### src/hdl/vpm_pkg.sv
package vpm_pkg;

  // Size limits
  localparam int SURFACE_MAX = 4096;
  localparam int CANVAS_MAX  = 8192;
  localparam int SCALE_MAX   = 16;

  // Configuration register widths and port
  localparam int CFG_SW_W   = 13;
  localparam int CFG_CW_W   = 14;
  localparam int MODE_W     = 2;
  localparam int SCALE_W    = 5;
  localparam int SCROLL_W   = 16;
  localparam int CFG_DATA_W = 16;
  localparam int CFG_ADDR_W = 3;

  // Register indices
  localparam logic [CFG_ADDR_W-1:0] REG_SURFACE_W = 3'd0;
  localparam logic [CFG_ADDR_W-1:0] REG_SURFACE_H = 3'd1;
  localparam logic [CFG_ADDR_W-1:0] REG_CANVAS_W  = 3'd2;
  localparam logic [CFG_ADDR_W-1:0] REG_CANVAS_H  = 3'd3;
  localparam logic [CFG_ADDR_W-1:0] REG_VIEW_MODE = 3'd4;
  localparam logic [CFG_ADDR_W-1:0] REG_SCALE     = 3'd5;
  localparam logic [CFG_ADDR_W-1:0] REG_SCROLL_X  = 3'd6;
  localparam logic [CFG_ADDR_W-1:0] REG_SCROLL_Y  = 3'd7;

  // View modes
  localparam logic [MODE_W-1:0] VM_STRETCH = 2'd0;
  localparam logic [MODE_W-1:0] VM_ASPECT  = 2'd1;
  localparam logic [MODE_W-1:0] VM_INTEGER = 2'd2;
  localparam logic [MODE_W-1:0] VM_ONE     = 2'd3;

  // Derived datapath widths
  localparam int SZ_W  = $clog2(SURFACE_MAX + 1);
  localparam int CV_W  = $clog2(CANVAS_MAX + 1);
  localparam int SC_W  = $clog2(SCALE_MAX + 1);
  localparam int SN_W  = $clog2(SURFACE_MAX * SCALE_MAX + 1);
  localparam int DW_W  = (SN_W > CV_W) ? SN_W : CV_W;
  localparam int DX_W  = DW_W + 1;
  localparam int SR_W  = $clog2(SURFACE_MAX);
  localparam int PT_W  = 16;
  localparam int CL_W  = 12;
  localparam int DF_W  = ((PT_W > DX_W) ? PT_W : DX_W) + 1;
  localparam int PR_W  = DF_W + SZ_W;
  localparam int DVD_W = PR_W + (PR_W % 2);
  localparam int BPS   = 2;
  localparam int DIV_STAGES = DVD_W / BPS;

  // Aspect-fit divider widths
  localparam int PA_W = CV_W + SZ_W;
  localparam int AN_W = PA_W + 1;
  localparam int AD_W = SZ_W + 1;

  typedef struct packed {
    logic [CFG_SW_W-1:0] surface_width;
    logic [CFG_SW_W-1:0] surface_height;
    logic [CFG_CW_W-1:0] canvas_width;
    logic [CFG_CW_W-1:0] canvas_height;
    logic [MODE_W-1:0]   view_mode;
    logic [SCALE_W-1:0]  scale_factor;
    logic [SCROLL_W-1:0] scroll_x;
    logic [SCROLL_W-1:0] scroll_y;
  } cfg_t;

  typedef struct packed {
    logic signed [DX_W-1:0] off;
    logic [DW_W-1:0]        size;
    logic [SR_W-1:0]        src;
    logic [SZ_W-1:0]        surf;
  } ax_lay_t;

  typedef struct packed {
    logic    valid;
    logic    scaled;
    ax_lay_t x;
    ax_lay_t y;
  } lay_t;

  typedef struct packed {
    logic signed [PT_W-1:0] pointer_x;
    logic signed [PT_W-1:0] pointer_y;
  } pt_t;

  typedef struct packed {
    logic signed [PT_W-1:0] guest_x;
    logic signed [PT_W-1:0] guest_y;
    logic                   inside_res;
    logic                   layout_valid;
    logic [CL_W-1:0]        clamped_x;
    logic [CL_W-1:0]        clamped_y;
  } res_t;

endpackage

### src/hdl/vpm_layout.sv
module vpm_layout (
  input  logic          clk,
  input  logic          rst_n,
  input  vpm_pkg::cfg_t cfg,
  input  logic          cfg_we,
  output vpm_pkg::lay_t lay,
  output logic          lay_rdy
);
  import vpm_pkg::*;

  localparam logic [2:0] ST_IDLE = 3'd0;
  localparam logic [2:0] ST_MUL  = 3'd1;
  localparam logic [2:0] ST_PREP = 3'd2;
  localparam logic [2:0] ST_DIV  = 3'd3;
  localparam logic [2:0] ST_FIN  = 3'd4;
  localparam int CNT_W = $clog2(AN_W);

  logic [2:0]       state_r;
  logic [CNT_W-1:0] cnt_r;
  logic [PA_W-1:0]  pa_r, pb_r;
  logic [SN_W-1:0]  snx_r, sny_r;
  logic             wlim_r;
  logic [AN_W-1:0]  num_r, num_nxt;
  logic [AD_W-1:0]  den_r;
  logic [AD_W-1:0]  rem_r, rem_nxt;
  lay_t             lay_r;

  logic [SZ_W-1:0]  sw, sh;
  logic [CV_W-1:0]  cw, ch;
  logic [SC_W-1:0]  n;
  logic [AD_W:0]    t;
  logic [DW_W-1:0]  fit;

  // Saturated sizes and scale
  always_comb begin
    sw = (cfg.surface_width > CFG_SW_W'(SURFACE_MAX)) ? SZ_W'(SURFACE_MAX)
                                                       : SZ_W'(cfg.surface_width);
    sh = (cfg.surface_height > CFG_SW_W'(SURFACE_MAX)) ? SZ_W'(SURFACE_MAX)
                                                        : SZ_W'(cfg.surface_height);
    cw = (cfg.canvas_width > CFG_CW_W'(CANVAS_MAX)) ? CV_W'(CANVAS_MAX)
                                                     : CV_W'(cfg.canvas_width);
    ch = (cfg.canvas_height > CFG_CW_W'(CANVAS_MAX)) ? CV_W'(CANVAS_MAX)
                                                      : CV_W'(cfg.canvas_height);
    if (cfg.scale_factor == '0)
      n = SC_W'(1);
    else if (cfg.scale_factor > SCALE_W'(SCALE_MAX))
      n = SC_W'(SCALE_MAX);
    else
      n = SC_W'(cfg.scale_factor);
  end

  // One radix-2 step of the aspect-fit divider
  always_comb begin
    t       = {rem_r, num_r[AN_W-1]};
    num_nxt = {num_r[AN_W-2:0], 1'b0};
    if (t >= {1'b0, den_r}) begin
      t          = t - {1'b0, den_r};
      num_nxt[0] = 1'b1;
    end
    rem_nxt = t[AD_W-1:0];
  end

  // Fitted size of the non-limiting side, at least 1
  assign fit = (num_r == '0) ? DW_W'(1) : DW_W'(num_r);

  function automatic ax_lay_t axis_fin(input logic [MODE_W-1:0]   mode,
                                       input logic [SZ_W-1:0]     s,
                                       input logic [CV_W-1:0]     c,
                                       input logic [SCROLL_W-1:0] scr,
                                       input logic [SN_W-1:0]     sn,
                                       input logic [DW_W-1:0]     fw);
    ax_lay_t         a;
    logic [DW_W-1:0] cz, sz, nz, ov, lim;
    a      = '0;
    a.surf = s;
    cz     = DW_W'(c);
    sz     = DW_W'(s);
    nz     = DW_W'(sn);
    ov     = '0;
    lim    = '0;
    case (mode)
      VM_STRETCH: a.size = cz;
      VM_ASPECT: begin
        a.size = fw;
        a.off  = DX_W'((cz - fw) >> 1);
      end
      VM_INTEGER: begin
        a.size = nz;
        if (nz <= cz) begin
          a.off = DX_W'((cz - nz) >> 1);
        end else begin
          ov    = nz - cz;
          lim   = (DW_W'(scr) < ov) ? DW_W'(scr) : ov;
          a.off = -$signed({1'b0, lim});
        end
      end
      default: begin
        if (sz > cz) begin
          ov     = sz - cz;
          lim    = (DW_W'(scr) < ov) ? DW_W'(scr) : ov;
          a.src  = SR_W'(lim);
          a.size = cz;
        end else begin
          a.off  = DX_W'((cz - sz) >> 1);
          a.size = sz;
        end
      end
    endcase
    return a;
  endfunction

  // Sequencer control
  always_ff @(posedge clk) begin
    if (!rst_n) begin
      state_r <= ST_MUL;
      cnt_r   <= '0;
    end else if (cfg_we) begin
      state_r <= ST_MUL;
    end else begin
      unique case (state_r)
        ST_IDLE: state_r <= ST_IDLE;
        ST_MUL:  state_r <= ST_PREP;
        ST_PREP: begin
          state_r <= ST_DIV;
          cnt_r   <= CNT_W'(AN_W - 1);
        end
        ST_DIV: begin
          if (cnt_r == '0) state_r <= ST_FIN;
          else cnt_r <= cnt_r - 1'b1;
        end
        ST_FIN:  state_r <= ST_IDLE;
        default: state_r <= ST_IDLE;
      endcase
    end
  end

  // Layout datapath
  always_ff @(posedge clk) begin
    case (state_r)
      ST_MUL: begin
        pa_r  <= cw * sh;
        pb_r  <= ch * sw;
        snx_r <= sw * n;
        sny_r <= sh * n;
      end
      ST_PREP: begin
        wlim_r <= (pa_r <= pb_r);
        num_r  <= (pa_r <= pb_r) ? ({pa_r, 1'b0} + AN_W'(sw)) : ({pb_r, 1'b0} + AN_W'(sh));
        den_r  <= (pa_r <= pb_r) ? {sw, 1'b0} : {sh, 1'b0};
        rem_r  <= '0;
      end
      ST_DIV: begin
        num_r <= num_nxt;
        rem_r <= rem_nxt;
      end
      ST_FIN: begin
        lay_r.valid  <= (sw != '0) && (sh != '0) && (cw != '0) && (ch != '0);
        lay_r.scaled <= (cfg.view_mode != VM_ONE);
        lay_r.x <= axis_fin(cfg.view_mode, sw, cw, cfg.scroll_x, snx_r,
                            wlim_r ? DW_W'(cw) : fit);
        lay_r.y <= axis_fin(cfg.view_mode, sh, ch, cfg.scroll_y, sny_r,
                            wlim_r ? fit : DW_W'(ch));
      end
      default: ;
    endcase
  end

  assign lay     = lay_r;
  assign lay_rdy = (state_r == ST_IDLE) && !cfg_we;

endmodule

### config.mk
export PLATFORM = sky130hd
export DESIGN_NAME = vpm_layout
export DESIGN_NICKNAME = d
export VERILOG_FILES = /design/src/hdl/vpm_pkg.sv /design/src/hdl/vpm_layout.sv
export SDC_FILE = /design/constraint.sdc
export NUM_CORES = 2
export LEC_CHECK = 0
export BUFFER_PORTS_ARGS = -buffer_cell sky130_fd_sc_hd__buf_2
export CORE_MARGIN = 8
export CORE_UTILIZATION = 40
export CTS_CLUSTER_DIAMETER = 150
export DETAILED_ROUTE_END_ITERATION = 8
export GPL_ROUTABILITY_DRIVEN = 0
export HOLD_SLACK_MARGIN = 0.15
export PLACE_DENSITY = 0.66
export SLEW_MARGIN = 20
export SYNTH_ARGS = -nofsm -noshare
export SYNTH_HDL_FRONTEND = slang
export SYNTH_SLANG_ARGS = --single-unit
### constraint.sdc
create_clock -name clk -period 12.1 [get_ports clk]
set_clock_uncertainty 0.1 [all_clocks]
set_input_delay 1.21 -clock clk [delete_from_list [all_inputs] [get_ports clk]]
set_output_delay 1.21 -clock clk [all_outputs]
set_load 0.02 [all_outputs]
==> impl_summary.md <==
Floorplanning
The number of rows created at floorplan is 114. The starting density of the core is 0.404. The standard cell core area is 0.0967 mm^2. The I/O pin total is 219.

The floorplan step defined a die boundary enclosing 0.108 mm^2. From bottom edge to top edge, the die measures 328 um. In this run the horizontal extent of the chip is 328 um.

Finish
The area of the multi-input gates is 0.0279 mm^2. The relative area change from synthesis to final layout is 9.45%. Of the cells placed in the final design, the portion with a size suffix greater than 1 is 0.0936.

The register area is 0.00815 mm^2. The finished cells cover 0.0427 mm^2. Once layout is complete, the cells apart from fillers number 5937. The number of filler instances in the final layout is 9454. Leaving out fill and tap cells, the most frequent cell in the layout is inv_1. In the layout the commonest cells are inv_1 (583), nand2_1 (491), nor2_1 (482). The final net count is 5520.

Place
The standard cell area after detailed placement is 0.0415 mm^2. The count of placed standard cells including taps is 5866. After legalization and detailed placement, the total HPWL measured 110000 um. The total of buffers placed on input and output ports is 218.

Global routing
The number of antenna violations at the first check in global routing is 10. Entering global routing, the biggest net connects 61 pins. The via count of the first global-routing pass is 33300. For this run, the total global-route usage over all layers was measured as 0.248.

The first global-routing pass estimated 207000 um of wire. The total overflow left after global routing is 0.

Synth
The number of nets in the synthesized netlist is 5382. The largest area contributor in the netlist is edfxtp_1. The average cell area after synthesis is 8.69 um^2. Of the total synthesized cell area, the portion taken by AND, OR, NAND and NOR gates is 0.159. In this run, distinct cell masters in the synthesized netlist total 102. The register area share after synthesis is 0.209. Counting flops and latches in the post-synthesis netlist gives 274.

Of the post-synthesis cell area, the dominant cell type holds 0.205. The post-synthesis compound-gate area fraction is 0.146. The number of warning messages in the yosys log is 0. The post-synthesis xor/xnor area fraction is 0.0597.

In the synthesized netlist the async set-or-reset flop fraction comes to 0. Counting every instance in the synthesized netlist gives 4491. By area, the combinational part of the netlist is dominated by adder cells. Of the post-synthesis cell area, the part taken by muxes is 0.0274. The synthesized design contains 266 enable-type register cells. The post-synthesis share of cell area spent on full adders, half adders and majority gates is 0.320. The mapped cell area is 0.0390 mm^2. The most frequently used flop master after synthesis is edfxtp_1. Ranked by total cell area, the synthesized netlist is headed by edfxtp_1 (20%), fa_1 (17%), ha_1 (15%), inv_1 (5.6%), nand2_1 (4.7%).

Clock network
The number of gates given a new drive strength after cts is 0. The number of post-CTS setup repair buffers is 0. The number of buffers added to fix hold violations after cts is 0.

The number of clock buffers added by TritonCTS is 37. The largest buffer count on any clock path is 3. The CTS tree is yes. Counting every sink on the clock net gives 274.

The clock latency on the worst-skew pair is 590 ps. The clock-pin slew on the worst setup and hold paths is 60 ps. The buffer type at the clock tree root is clkbuf_16. The maximum level of the CTS H-tree is 2.

Run status
The run finished with clean final reports.

Setup path
In this run the worst path has a maximum fanout of 20. STA classifies the critical path endpoint as a flip-flop. The data required time at the worst endpoint is 12290 ps.

Across all register-to-register paths, the minimum setup slack is 5250 ps. The startpoint identified for the worst register-to-register timing path is sny_r[8]$_DFFE_PP_. The class of the most critical setup path is input port to flip-flop. Counting cells, the worst reg-to-reg path comes to 25.

STA classifies the critical path startpoint as an input port. The worst register-to-register path ends at lay[50]$_DFFE_PN_. The worst path arrival time is 9310 ps.

STA
The worst slew slack as a fraction of its limit is 0.308. The final max-slew violation count was 0. The summed negative setup slack over all endpoints is 0 ps.

The clock period could shrink to 9120 ps. Setup repair after global routing left no endpoint under its margin. Setup violations remaining at the end of the flow were counted as 0.

The transition time at the pin with the least slew margin is 1030 ps. Of the available clock period, the critical path in the final layout requires 0.754. The count of final hold-check violations is 0. Static timing analysis puts the maximum clock frequency at 0.110 GHz.

Routing
For this run, design rule violations remaining after detail routing come to 0. The detail route stage leaves a number of antenna-violating nets equal to 0. The top layer reached by signal wires is met5. The violation count after the first detailed-routing iteration is 3886.

After detailed routing, the met3 layer carries 16200 um of wire. The routed metal-1 wire length is 54700 um. Summed over all nets, wire length on met2 after detailed routing comes to 58400 um. Before antenna repair, the detailed router went through 6 iterations.

For this block, the routed nets add up to 138000 um of wire. Across all layers, the routed design uses 34400 vias. The via count normalized by instance count is 5.80. The routed wirelength normalized by instance count is 23.3 um.

Power and ir drop
The power density normalized to cell area is 122 mW/mm^2. The maximum ir drop on the vdd rail is 0.0000887 V. In this run the static leakage power is 19.9 nW.

Flow run
Max-cap violations in this run came to 0.

Min path
The path class of the tightest hold or removal check is flip-flop to flip-flop. The endpoint of the worst hold-timing path is cnt_r[1]$_SDFFE_PN0P_. The hold path startpoint is cnt_r[1]$_SDFFE_PN0P_. Counting instances, the worst hold path has a depth of 1.
==> sequential cells by signal, indices dropped and copies added, names as in the netlist <==
name     count
cnt_r        5
den_r       13
lay        122
num_r       28
pa_r        27
pb_r        27
rem_r       14
snx_r       17
sny_r       17
state_r      3
wlim_r       1
==> area by class of cell <==
type | instances | area share
sequential | 274 | 0.191
tap | 1276 | 0.0374
clock buffer | 41 | 0.0220
multi-input combinational | 3416 | 0.652
timing repair buffer | 293 | 0.0387
antenna | 4 | 0.000234
inverter | 607 | 0.0533
clock inverter | 26 | 0.00591
==> metal layers <==
layer / up-vias / GRT usage
li1: 15400 / -
met1: 16600 / 0.327
met2: 1983 / 0.375
met3: 451 / 0.0639
met4: 6 / 0.123
met5: - / 0.0109
==> metrics by stage <==
| stage | setup slack [ps] | hold slack, ps | power, mW | utilization |
|---|---|---|---|---|
| 2_1_floorplan | 1910 | 394 | 3.24 | - |
| 3_5_place_dp | 2560 | 421 | 4.01 | 0.429 |
| 3_3_place_gp | 2560 | 408 | 3.98 | 0.429 |
| 6_report | 2980 | 428 | 5.20 | 0.442 |
| 5_1_grt | 2600 | 449 | 5.50 | 0.442 |
| 4_1_cts | 3170 | 434 | 5.16 | 0.442 |
==> where the power goes <==
part	switching (mW)	internal [mW]	leakage, nW
Combinational	1.68	1.03	16.7
Sequential	0.148	1.22	2.65
Clock	0.490	0.636	0.578
==> logic make-up (layout without fill, tap and decap cells) <==
kind of cell / count (synthesis) / after routing
compound gates: 863 / 863
xor+xnor: 264 / 264
fa+ha+maj: 795 / 795
buf+inv: 801 / 967
flops: 274 / 274
mux: 96 / 96
other cells: 0 / 4
simple gates: 1398 / 1398
==> cells in the mapped netlist (7+ instances only) <==
master / count
inv_1: 583
nand2_1: 491
nor2_1: 483
ha_1: 454
fa_1: 341
edfxtp_1: 266
a21oi_1: 239
xnor2_1: 186
o21ai_0: 185
clkbuf_1: 154
mux2i_1: 82
nor3_1: 77
xor2_1: 77
a21o_1: 74
nor2b_1: 69
nand3_1: 64
o21a_1: 53
nand4_1: 37
o211ai_1: 33
a211oi_1: 32
nor4_1: 32
o21bai_1: 32
nand2b_1: 29
and2_1: 28
a31oi_1: 24
and3_1: 22
clkinv_1: 19
or3_1: 18
buf_1: 16
a21boi_0: 15
a221oi_1: 15
buf_2: 15
o31ai_1: 14
or2_2: 14
o22ai_1: 13
o221ai_1: 11
a22oi_1: 9
o211a_1: 9
dfxtp_1: 8
mux4_2: 8
a31o_2: 7
o31a_1: 7
==> how the worst max path moves through the flow <==
stage / from / end / slack (ps) / cells past startpoint
floorplan: state_r[0]$_SDFFE_PP1P_ / lay[0]$_DFFE_PN_ / 1910 / 2
global placement: cfg[52] / lay[50]$_DFFE_PN_ / 2560 / 28
detailed placement: cfg[52] / lay[58]$_DFFE_PN_ / 2560 / 28
CTS: cfg[52] / lay[50]$_DFFE_PN_ / 3170 / 28
global route: cfg[52] / lay[56]$_DFFE_PN_ / 2600 / 27
finish: cfg[52] / lay[50]$_DFFE_PN_ / 2980 / 28
==> critical path: stages <==
cell	delay, ps
buf_2	410
inv_2	330
nand2_1	630
clkinv_1	650
ha_1	630
and3_1	250
a21boi_0	350
nor3_1	90
o31ai_1	590
a211oi_1	190
xnor2_1	190
ha_1	310
nand4_1	90
nor2_1	170
o21ai_0	110
a31oi_1	210
o311a_1	190
and2_1	330
mux2i_1	340
ha_1	290
nand2_1	70
nor3_1	310
nand3_1	190
nor3_1	410
nor2_1	80
a22o_1	210
o211ai_1	240
o221ai_1	220
No activity file was read; power rests on OpenSTA's default activity.
